===== src/rtl/pssel_pkg.sv =====
`default_nettype none

package pssel_pkg;

   // fixed field widths of the ports
   localparam int CFG_W      = 17;
   localparam int IDX_OUT_W  = 16;
   localparam int RAND_IN_W  = 31;

   // register indexes
   localparam logic REG_TOTAL_COUNT  = 1'b0;
   localparam logic REG_SELECT_COUNT = 1'b1;

   // item operations
   localparam logic OP_START = 1'b0;
   localparam logic OP_DRAW  = 1'b1;

   // table write sources
   localparam logic [1:0] WR_NONE  = 2'd0;
   localparam logic [1:0] WR_SWEEP = 2'd1;
   localparam logic [1:0] WR_AT_J  = 2'd2;
   localparam logic [1:0] WR_AT_I  = 2'd3;

   // table read addresses
   localparam logic RD_AT_I = 1'b0;
   localparam logic RD_AT_J = 1'b1;

   // divider operand selection
   localparam logic DIV_SPAN = 1'b0;
   localparam logic DIV_DRAW = 1'b1;

   // result kinds
   localparam logic OUT_BLANK = 1'b0;
   localparam logic OUT_DRAW  = 1'b1;

   typedef struct packed {
      logic       take_item;
      logic       begin_sel;
      logic       div_start;
      logic       div_op;
      logic       latch_d;
      logic       latch_j;
      logic       rd_en;
      logic       rd_sel;
      logic       latch_ti;
      logic       latch_tj;
      logic [1:0] wr_mode;
      logic       pos_inc;
      logic       out_load;
      logic       out_kind;
   } cmd_type;

   typedef struct packed {
      logic is_draw;
      logic draw_ok;
      logic sweep_last;
      logic div_done;
      logic out_free;
   } status_type;

endpackage

`default_nettype wire


===== src/rtl/pssel_ctrl.sv =====
`default_nettype none

module pssel_ctrl (
   input  wire logic                 clock,
   input  wire logic                 reset,
   input  wire logic                 req_valid,
   output logic                      req_stall,
   input  wire pssel_pkg::status_type status,
   output pssel_pkg::cmd_type        cmd
);

   localparam logic [3:0] S_IDLE       = 4'd0;
   localparam logic [3:0] S_DECODE     = 4'd1;
   localparam logic [3:0] S_SWEEP      = 4'd2;
   localparam logic [3:0] S_DIV_SPAN   = 4'd3;
   localparam logic [3:0] S_DIV_LOAD   = 4'd4;
   localparam logic [3:0] S_DIV_DRAW   = 4'd5;
   localparam logic [3:0] S_READ_I     = 4'd6;
   localparam logic [3:0] S_READ_J     = 4'd7;
   localparam logic [3:0] S_WRITE_J    = 4'd8;
   localparam logic [3:0] S_WRITE_I    = 4'd9;
   localparam logic [3:0] S_EMIT_BLANK = 4'd10;
   localparam logic [3:0] S_EMIT_DRAW  = 4'd11;

   logic [3:0] state_ff, state_in;

   // take a new item only when idle
   assign req_stall = (state_ff != S_IDLE);

   always_comb begin
      state_in     = state_ff;
      cmd          = '0;
      cmd.wr_mode  = pssel_pkg::WR_NONE;
      cmd.div_op   = pssel_pkg::DIV_SPAN;
      cmd.rd_sel   = pssel_pkg::RD_AT_I;
      cmd.out_kind = pssel_pkg::OUT_BLANK;
      case (state_ff)
         S_IDLE: begin
            if (req_valid) begin
               cmd.take_item = 1'b1;
               state_in      = S_DECODE;
            end
         end
         S_DECODE: begin
            if (!status.is_draw) begin
               cmd.begin_sel = 1'b1;
               state_in      = S_SWEEP;
            end else if (status.draw_ok) begin
               cmd.div_start = 1'b1;
               cmd.div_op    = pssel_pkg::DIV_SPAN;
               state_in      = S_DIV_SPAN;
            end else begin
               state_in = S_EMIT_BLANK;
            end
         end
         S_SWEEP: begin
            cmd.wr_mode = pssel_pkg::WR_SWEEP;
            if (status.sweep_last) begin
               state_in = S_EMIT_BLANK;
            end
         end
         S_DIV_SPAN: begin
            if (status.div_done) begin
               cmd.latch_d = 1'b1;
               state_in    = S_DIV_LOAD;
            end
         end
         S_DIV_LOAD: begin
            cmd.div_start = 1'b1;
            cmd.div_op    = pssel_pkg::DIV_DRAW;
            state_in      = S_DIV_DRAW;
         end
         S_DIV_DRAW: begin
            if (status.div_done) begin
               cmd.latch_j = 1'b1;
               state_in    = S_READ_I;
            end
         end
         S_READ_I: begin
            cmd.rd_en  = 1'b1;
            cmd.rd_sel = pssel_pkg::RD_AT_I;
            state_in   = S_READ_J;
         end
         S_READ_J: begin
            cmd.rd_en    = 1'b1;
            cmd.rd_sel   = pssel_pkg::RD_AT_J;
            cmd.latch_ti = 1'b1;
            state_in     = S_WRITE_J;
         end
         S_WRITE_J: begin
            cmd.latch_tj = 1'b1;
            cmd.wr_mode  = pssel_pkg::WR_AT_J;
            state_in     = S_WRITE_I;
         end
         S_WRITE_I: begin
            cmd.wr_mode = pssel_pkg::WR_AT_I;
            cmd.pos_inc = 1'b1;
            state_in    = S_EMIT_DRAW;
         end
         S_EMIT_BLANK: begin
            if (status.out_free) begin
               cmd.out_load = 1'b1;
               cmd.out_kind = pssel_pkg::OUT_BLANK;
               state_in     = S_IDLE;
            end
         end
         S_EMIT_DRAW: begin
            if (status.out_free) begin
               cmd.out_load = 1'b1;
               cmd.out_kind = pssel_pkg::OUT_DRAW;
               state_in     = S_IDLE;
            end
         end
         default: begin
            state_in = S_IDLE;
         end
      endcase
   end

   always_ff @(posedge clock) begin
      if (reset) begin
         state_ff <= S_IDLE;
      end else begin
         state_ff <= state_in;
      end
   end

endmodule

`default_nettype wire


===== config.mk =====
export PLATFORM = sky130hd
export DESIGN_NAME = pssel_ctrl
export DESIGN_NICKNAME = d
export VERILOG_FILES = /design/src/rtl/pssel_pkg.sv /design/src/rtl/pssel_ctrl.sv
export SDC_FILE = /design/constraint.sdc
export NUM_CORES = 1
export LEC_CHECK = 0
export ABC_CLOCK_PERIOD_IN_PS = 1500
export BUFFER_PORTS_ARGS = -buffer_cell sky130_fd_sc_hd__buf_2
export CAP_MARGIN = 40
export CORE_AREA = 10 10 47 49
export DETAILED_ROUTE_END_ITERATION = 7
export DIE_AREA = 0 0 57 59
export HOLD_SLACK_MARGIN = 0.02
export PLACE_DENSITY = 0.78
export SLEW_MARGIN = 20
export SYNTH_ARGS = -nofsm -noshare
export SYNTH_HDL_FRONTEND = slang
export SYNTH_SLANG_ARGS = --single-unit

===== constraint.sdc =====
create_clock -name clock -period 1.5 [get_ports clock]
set_clock_uncertainty 0.05 [all_clocks]
set_input_delay 0.075 -clock clock [delete_from_list [all_inputs] [get_ports clock]]
set_output_delay 0.075 -clock clock [all_outputs]
set_load 0.05 [all_outputs]

* Word level (Yosys, flattened, before mapping)
Cells that the tools add are included.
** Word-level totals
- Flip-flop bits (word level) :: 4
- Logic and storage cells :: 47
** Operators by class
- Equal/unequal tests :: 16
- Muxes and demuxes :: 26
- Reductions and logical operators :: 4
** Operators by type and width (count)
- 4-bit one-hot mux with 11 select lines :: 1
- 4-bit two-way mux :: 7
- 4-bit by 3-bit == test with 1-bit output (second input constant) :: 4
- 4-bit == test (second input constant) :: 4
- 2-bit one-hot mux with 2 select lines :: 3
- 1-bit two-way mux :: 10
- 4-bit by 2-bit == test with 1-bit output (second input constant) :: 2
- 2-bit two-way mux :: 4
- 2-bit != test (second input constant) :: 4
- 2-bit one-hot mux with 3 select lines :: 1
- 5-bit AND reduction :: 1
- 4-bit by 1-bit == test with 1-bit output (second input constant) :: 1
- 4-bit zero test :: 1
- 4-bit nonzero test :: 1
- 2-bit by 1-bit != test with 1-bit output (second input constant) :: 1
- 2-bit OR reduction :: 1

* Longest topological paths before layout
Gate-level depths: netlist of the first run.
- Word-level depth :: 4
- Depth in mapped cells :: 5
- Gate-level depth less buffers :: 4

* Worst setup path before layout of the first run
Ideal clock, no wire load.
- Kind :: register -> output
- Start :: reg state_ff[1]
- End :: out cmd[13] (netlist name)
- Data arrival time :: 2123 ps
- Slack :: -748 ps
- Stages on the path, launching flop included :: 4
- Buffers on the path :: 2
- Path through :: dfxtp_1 -> buf_4 -> buf_2 -> nor4_1
** RTL lines
- from (decl) :: RTL line pssel_ctrl.sv:25 : logic [3:0] state_ff, state_in;
- from (signal assigned) :: RTL line pssel_ctrl.sv:124 : state_ff <= state_in;
- to (decl) :: RTL line pssel_ctrl.sv:9 : output pssel_pkg::cmd_type cmd

==> results_dict.tcl, run 1 <==
set metrics [dict create \
    yosys_warnings 0 \
    status "finished clean" \
    cp_slowest_cell "dfxtp_2" \
    peakVddDrop_v 0.00111 \
    syn-instance-count 70 \
    synth_seq_cells 4 \
    final_util_pct 55.4 \
    rows 14 \
    worstRegToRegCells 4 \
    syn2layout_area_growth_pct 52.0 \
    grt_overflow 0 \
    slew_viol_final 0 \
    drt_iter0_markers 10 \
    drive_gt1_share_pct 55.2 \
    fp.dieArea_sq_mm 0.00336 \
    critical_path_class "reg2out" \
    syn_avg_cell_area_sq_um 7.29 \
    fin_crit_sh_pct 95.4 \
    clkSinkCount 4 \
    cts_tree "yes" \
    leakagePower_nw 0.370 \
    fmax_ghz 0.699 \
    cts.path.max_buffers 2 \
    die_w_um 57 \
    hold_violations 0 \
    worst_pin_slew_ns 0.351 \
    clock_latency_ns 0.23 \
    r2r-end "state_ff[0]" \
    r2r_setup_slack_ns 0.08 \
    avgRoutedWirePerCell_um 14.0 \
    finalCriticalPeriod_ns 1.43 \
    nets 106 \
    hp-start "status[1]" \
    finalSetupTns_ns 0 \
    grt_pass1_vias 528 \
    ant_nets 0 \
    grt_pass1_wl_um 2330 \
    finalSetupViolCount 0 \
    clockRootBuffer "clkbuf_4" \
    clk_pin_slew_ns 0.03 \
    drt_wl_total_um 1570 \
    crit_buf_inv 2 \
    critPathLaunchType "register" \
    grt_max_degree 10 \
    h-tree-depth 1 \
    gp_congestion 0.877 \
    n_fill_cell 140 \
    dr.pass1.iters 4 \
    arrival_ns 1.31 \
    netlist_area_sq_um 510 \
    via_per_inst 5.27 \
    r2r-start "state_ff[1]" \
    crit_fanout 8 \
    whs_path_depth 3 \
    largestRegisters "state_ff (4)" \
    drc_errors 0 \
    track_usage_pct 8.54 \
    critical-path-top-delay-family "buffers and inverters" \
    core_sq_mm 0.00140 \
    maxCapViolations 0 \
    portBuffers 23 \
    antenna_found_initial 0 \
    initial_core_util_pct 36.4 \
    die_h_um 59 \
    syn_nets 78 \
    yosysUniqueCellTypes 32 \
    largest_reg_flops 4 \
    cp-end-kind "output pin" \
    antennaDiodeCount 0 \
    power_density_mw_per_mm2 1890 \
    crit_required_ns 1.37 \
    path_cells "buf_4 > nand2b_2 > nor2_2 > clkbuf_4" \
    hp-class "in2reg" \
    largest-register "state_ff" \
    hpwl_um 1220 \
    ys_seq_area_share_pct 15.7 \
    whs_endpoint "state_ff[2]" \
    io_pins 24 \
    cts_buffers 3 \
    max_stage_delay_ns 0.36 \
    slew_headroom_pct 76.5 \
    vias 590 \
]
==> cell type report <==
cell class	instances	area, sq um	share of cell area, %
clock buffers	3	22.5	2.90
repair buffers	31	216	27.9
well taps	16	20.0	2.58
multi-input cells	58	427	55.0
flip-flops and latches	4	90.1	11.6
==> layout by cell type (no fill, tap or decap), types with 3 or more instances in the layout <==
| cell | count |
|---|---|
| nor2_2 | 4 |
| nand2_1 | 4 |
| nor2_1 | 5 |
| buf_2 | 12 |
| buf_4 | 13 |
| nor2b_1 | 3 |
| clkbuf_4 | 5 |
| nand3_1 | 3 |
| a21oi_1 | 3 |
| mux2i_1 | 3 |
| buf_6 | 3 |
==> worst register-to-register path: stages (launching register included) <==
cell and delay, ns:
dfxtp_2 0.41, mux2i_1 0.29, a22oi_2 0.12, o31ai_2 0.11
mux2_4 0.33
==> Yosys cell counts <==
| library cell | number | area [sq um] |
|---|---|---|
| nand3_1 | 3 | 15.0 |
| a22oi_2 | 1 | 12.5 |
| mux2i_1 | 3 | 30.0 |
| o21ai_0 | 2 | 10.0 |
| and3b_1 | 1 | 8.76 |
| o211a_1 | 1 | 10.0 |
| xnor2_1 | 1 | 8.76 |
| nor3_1 | 4 | 20.0 |
| or3_1 | 1 | 6.26 |
| nand3b_1 | 1 | 7.51 |
| nand2_1 | 4 | 15.0 |
| buf_2 | 2 | 10.0 |
| nor3b_1 | 1 | 7.51 |
| and3_1 | 3 | 18.8 |
| buf_6 | 1 | 11.3 |
| mux2_4 | 1 | 15.0 |
| buf_4 | 5 | 37.5 |
| o31ai_2 | 1 | 12.5 |
| o22ai_1 | 1 | 6.26 |
| nor4_1 | 1 | 6.26 |
| nand2b_1 | 4 | 25.0 |
| a21oi_1 | 3 | 15.0 |
| and4_1 | 1 | 8.76 |
| nor2b_1 | 4 | 25.0 |
| xor2_1 | 1 | 8.76 |
| o21a_1 | 1 | 7.51 |
| a31oi_1 | 1 | 6.26 |
| a21boi_0 | 2 | 15.0 |
| and2_1 | 1 | 6.26 |
| nor3_2 | 1 | 10.0 |
| nor2_1 | 9 | 33.8 |
| dfxtp_1 | 4 | 80.1 |
==> what timing repair did <==
item | in CTS | in global routing
cloned | 0 | 0
endpoints found under the setup margin | 12 | 10
setup buffers | 0 | 0
hold buffers | 1 | 0
hold endpoints to repair | 1 | 0
resized for setup | 15 | 12
==> logic make-up (layout without fill, tap and decap cells) <==
family | after synthesis | in the layout | synth area share [%]
AO/OA/AOI/OAI | 13 | 13 | 18.6
XOR/XNOR | 2 | 2 | 3.43
buffers and inverters | 8 | 34 | 11.5
flip-flops | 4 | 4 | 15.7
multiplexers | 4 | 4 | 8.82
AND/OR/NAND/NOR | 39 | 39 | 41.9
==> worst max path at each step <==
| stage | from | end | slack, ns | cells after the start |
|---|---|---|---|---|
| global placement | state_ff[1] | cmd[7] | 0.04 | 3 |
| detailed placement | state_ff[1] | state_ff[0] | 0.03 | 4 |
| global route | state_ff[1] | cmd[4] | -0.009 | 4 |
| CTS | state_ff[2] | cmd[13] | 0.004 | 4 |
| finish | state_ff[1] | cmd[4] | 0.07 | 4 |
| floorplan | state_ff[1] | cmd[13] | -0.18 | 3 |
==> report_power, final <==
group          internal (W)  leakage [nW]  total (W)  switching (W)
Sequential         0.000157        0.0350   0.000236      0.0000796
Combinational      0.000436         0.321    0.00111       0.000670
Clock             0.0000889        0.0138   0.000125      0.0000357
==> routing by layer <==
metal	vias up	track usage [%]	routed length [um]
li1	299	-	-
met1	270	8.38	636
met2	19	14.7	814
met3	2	3.65	107
met4	0	5.03	14
met5	-	0	0
==> per-stage QoR <==
step           instance area, sq um  setup slack [ns]  total power [W]  hold slack [ns]  std cells
6_report                        776            0.0692          0.00147            0.206        112
5_1_grt                         776          -0.00879          0.00157            0.217        112
4_1_cts                         742           0.00353          0.00141            0.201        112
3_5_place_dp                    674            0.0271          0.00122            0.258        108
3_3_place_gp                    674            0.0413          0.00120            0.259        108
2_1_floorplan                   546            -0.180          0.00102            0.102         70
Power figures use the tool's default switching activity.
==> inputs of run 2 (changes only) <==
- ABC_CLOCK_PERIOD_IN_PS: 1500 -> 1260
- PLACE_DENSITY: 0.78 -> 0.81
- clock period: 1.5 -> 1.26 ns (I/O delays scaled with it)
==> run 2 against run 1 <==
- the flow now stops in 5_1_grt
- synthesized area stayed put
- synthesized cell count stayed put
==> results_dict.tcl, run 2 <==
set metrics [dict create \
    status "aborted with a tool error" \
    flow.stopped_at "5_1_grt" \
    tool.error "[ERROR DPL-0033] detailed placement checks failed during check placement." \
    cts.path.max_buffers 2 \
    initial_core_util_pct 36.4 \
    die_h_um 59 \
    ys_seq_area_share_pct 15.7 \
    ys.flop_type "dfxtp_1" \
    portBuffers 23 \
    die_w_um 57 \
    antenna_found_initial 0 \
    io_pins 24 \
    netlist_area_sq_um 510 \
    synthTopCellsByCount "9 x nor2_1, 5 x buf_4" \
    clkSinkCount 4 \
    yosys-mux-area-fraction_pct 8.82 \
    gp_congestion 0.867 \
    yosys_warnings 0 \
    ys_top_cells_by_area "dfxtp_1 16%, buf_4 7.4%, nor2_1 6.6%" \
    async_flop_share_pct 0 \
    yosys.area_share.adder_pct 0 \
    yosysUniqueCellTypes 32 \
    h-tree-depth 1 \
    synth_top_family_by_area "simple AND/OR/NAND/NOR gates" \
    syn_avg_cell_area_sq_um 7.29 \
    clockRootBuffer "clkbuf_4" \
    synth_seq_cells 4 \
    hpwl_um 1450 \
    grt-worst-endpoint "cmd[13]" \
    synth_compound_gate_area_share_pct 18.6 \
    synthXorXnorAreaFrac_pct 3.43 \
    grt_max_degree 8 \
    synth_top_area_cell "dfxtp_1" \
    syn-instance-count 70 \
    yosys.area_share.simple_pct 41.9 \
    synth_edf_count 0 \
    place_area_sq_um 828 \
    timing.worst_endpoint.kind "output port" \
    cts_buffers 3 \
    rows 14 \
    syn_nets 78 \
    yosysTopAreaCellShare_pct 15.7 \
    synth.most_common_cell "nor2_1" \
    place_ws_ns -0.152 \
]
-- run 2: cell counts after synthesis --
Identical to the previous run, type by type.
-- run 2: kinds of logic after synthesis --
group / after synthesis
and+or+nand+nor: 39
xor gates and xnor gates: 2
muxes: 4
buffers and inverters: 8
DFF: 4
AOI/OAI and AO/OA: 13
-- run 2: through the flow --
stage | instances | setup TNS, ns
after CTS | 132 | -1.60
after global placement | 118 | -0.875
after floorplan | 70 | -0.447
after detailed placement | 118 | -1.33
-- run 2: timing repair --
item	in CTS
resized for setup	69
endpoints found under the setup margin	19
buffers inserted	10
pin swaps	5
hold buffers	1
endpoints found under the hold margin	1
==> inputs of run 3 (changes only) <==
- ABC_CLOCK_PERIOD_IN_PS: 1260 -> 1600
- CORE_AREA: 10 10 47 49 -> 10 10 71 73
- DIE_AREA: 0 0 57 59 -> 0 0 81 83
- HOLD_SLACK_MARGIN: 0.02 -> unset
- PLACE_DENSITY: 0.81 -> unset
- PLACE_DENSITY_LB_ADDON: unset -> 0.15
- clock period: 1.26 -> 1.6 ns (I/O delays scaled with it)
==> run 3 against run 2 <==
- the flow now finishes without violations
==> results_dict.tcl, run 3 (synthesis results as in run 1) <==
set metrics [dict create \
    status "finished clean" \
    grt_overflow 0 \
    track_usage_pct 5.35 \
    critical-path-top-delay-family "simple AND/OR/NAND/NOR gates" \
    grt_max_degree 11 \
    power_density_mw_per_mm2 1800 \
    clock_latency_ns 0.21 \
    fp.dieArea_sq_mm 0.00672 \
    peakVddDrop_v 0.000294 \
    p_switching_w 0.000717 \
    initial_core_util_pct 14.0 \
    path_cells "nor2_1 > and4_1 > buf_2" \
    hp-class "in2reg" \
    gp_congestion 0.709 \
    rows 22 \
    core_sq_mm 0.00363 \
    maxCapViolations 0 \
    cts_tree "yes" \
    syn2layout_area_growth_pct 48.5 \
    finalSetupTns_ns 0 \
    crit_fanout 9 \
    avgRoutedWirePerCell_um 12.1 \
    grt_pass1_vias 579 \
    finalHoldWorstSlack_ns 0.0430 \
    clkPwrFrac_pct 15.2 \
    cts.path.max_buffers 2 \
    die_w_um 81 \
    max_stage_delay_ns 0.37 \
    p_int_w 0.000646 \
    portBuffers 23 \
    largest-register "state_ff" \
    dr.pass1.iters 4 \
    final_common_cell "buf_2" \
    ff_latch_area_sq_um 85.1 \
    clkSinkCount 4 \
    io_pins 24 \
    mostFrequentLayoutCells "22 x buf_2, 9 x nor2_1, 8 x buf_4" \
    n_fill_cell 432 \
    clockRootBuffer "clkbuf_8" \
    h-tree-depth 1 \
    die_h_um 83 \
    cp-end-kind "output pin" \
    fin_crit_sh_pct 93.4 \
    finalCriticalPeriod_ns 1.49 \
    grt_most_used_layer "met2" \
    crit_required_ns 1.47 \
    power_frac_comb_pct 68.2 \
    largestRegisters "state_ff (4)" \
    slew_viol_final 0 \
    antennaDiodeCount 0 \
    grt_use_met3_pct 2.80 \
    drt_iter0_markers 45 \
    drive_gt1_share_pct 49.0 \
    critPathLaunchType "register" \
    r2r_setup_slack_ns 0.19 \
    ant_nets 0 \
    pwr-share-seq_pct 16.6 \
    cts_buffers 3 \
    multiInputGateArea_sq_um 394 \
    drt_wl_total_um 1740 \
    hpwl_um 1450 \
    critical_path_class "reg2out" \
    vias 574 \
    grt_pass1_wl_um 2920 \
    slew_headroom_pct 78.2 \
    nets 106 \
    fmax_ghz 0.669 \
    largest_reg_flops 4 \
    worst_pin_slew_ns 0.325 \
    crit_buf_inv 1 \
    hold_violations 0 \
    via_per_inst 3.99 \
    swShare_pct 52.6 \
    drc_errors 0 \
    cp_slowest_cell "dfxtp_2" \
    antenna_found_initial 0 \
    leakagePower_nw 0.376 \
    grtUsageMet2_pct 7.85 \
    grtUsageMet1_pct 6.42 \
    arrival_ns 1.36 \
    rsz0062_at_grt "no" \
    clk_pin_slew_ns 0.03 \
    finalSetupViolCount 0 \
]
-- run 3: worst paths after layout --
kind,startpoint,endpoint,depth (start not counted)
setup / recovery,state_ff[3],cmd[9],3
hold / removal,reset,state_ff[2],2
setup reg to reg,state_ff[1],state_ff[0],4
hold reg to reg,state_ff[3],state_ff[2],1
-- run 3: layout make-up --
type	instances	area share, %
clock buffers	3	5.45
multi-input cells	58	52.0
flip-flops and latches	4	11.2
well taps	48	7.92
repair buffers	31	23.4
-- run 3: routing by layer --
layer / up-vias / part of all wire [%]
li1: 296 / -
met1: 260 / 44
met2: 16 / 45
met3: 2 / 9.4
met4: 0 / 1.2
met5: - / 0
-- run 3: stage by stage --
| step | total power (W) | area [sq um] | utilization, % | cells | worst slack (ns) |
|---|---|---|---|---|---|
| 5_1_grt | 0.00147 | 758 | 20.9 | 144 | 0.00145 |
| 3_5_place_dp | 0.00115 | 707 | 19.5 | 141 | 0.0292 |
| 6_report | 0.00136 | 758 | 20.9 | 144 | 0.106 |
| 3_3_place_gp | 0.00117 | 707 | 19.5 | 141 | 0.0000120 |
| 2_1_floorplan | 0.000937 | 531 | - | 70 | -0.0848 |
| 4_1_cts | 0.00138 | 753 | 20.7 | 144 | 0.0375 |
-- run 3: power groups by stage --
stage	Combinational [W]	Sequential (W)	Clock [W]
final	0.000929	0.000226	0.000208
after global routing	0.00101	0.000239	0.000225
after CTS	0.000936	0.000227	0.000214
after detailed placement	0.000932	0.000221	0
after global placement	0.000945	0.000223	0
after floorplan	0.000788	0.000149	0
-- run 3: worst reg2reg max path, delay by kind of cell, from the launching register on --
family         cells  cell delay, ns
AO/OA/AOI/OAI      2            0.21
flip-flops         1            0.44
multiplexers       2            0.59
-- run 3: repair_timing --
action,4_1_cts,5_1_grt
hold buffers,0,0
setup buffers,0,0
gates resized for setup,4,2
endpoints found under the setup margin,6,5
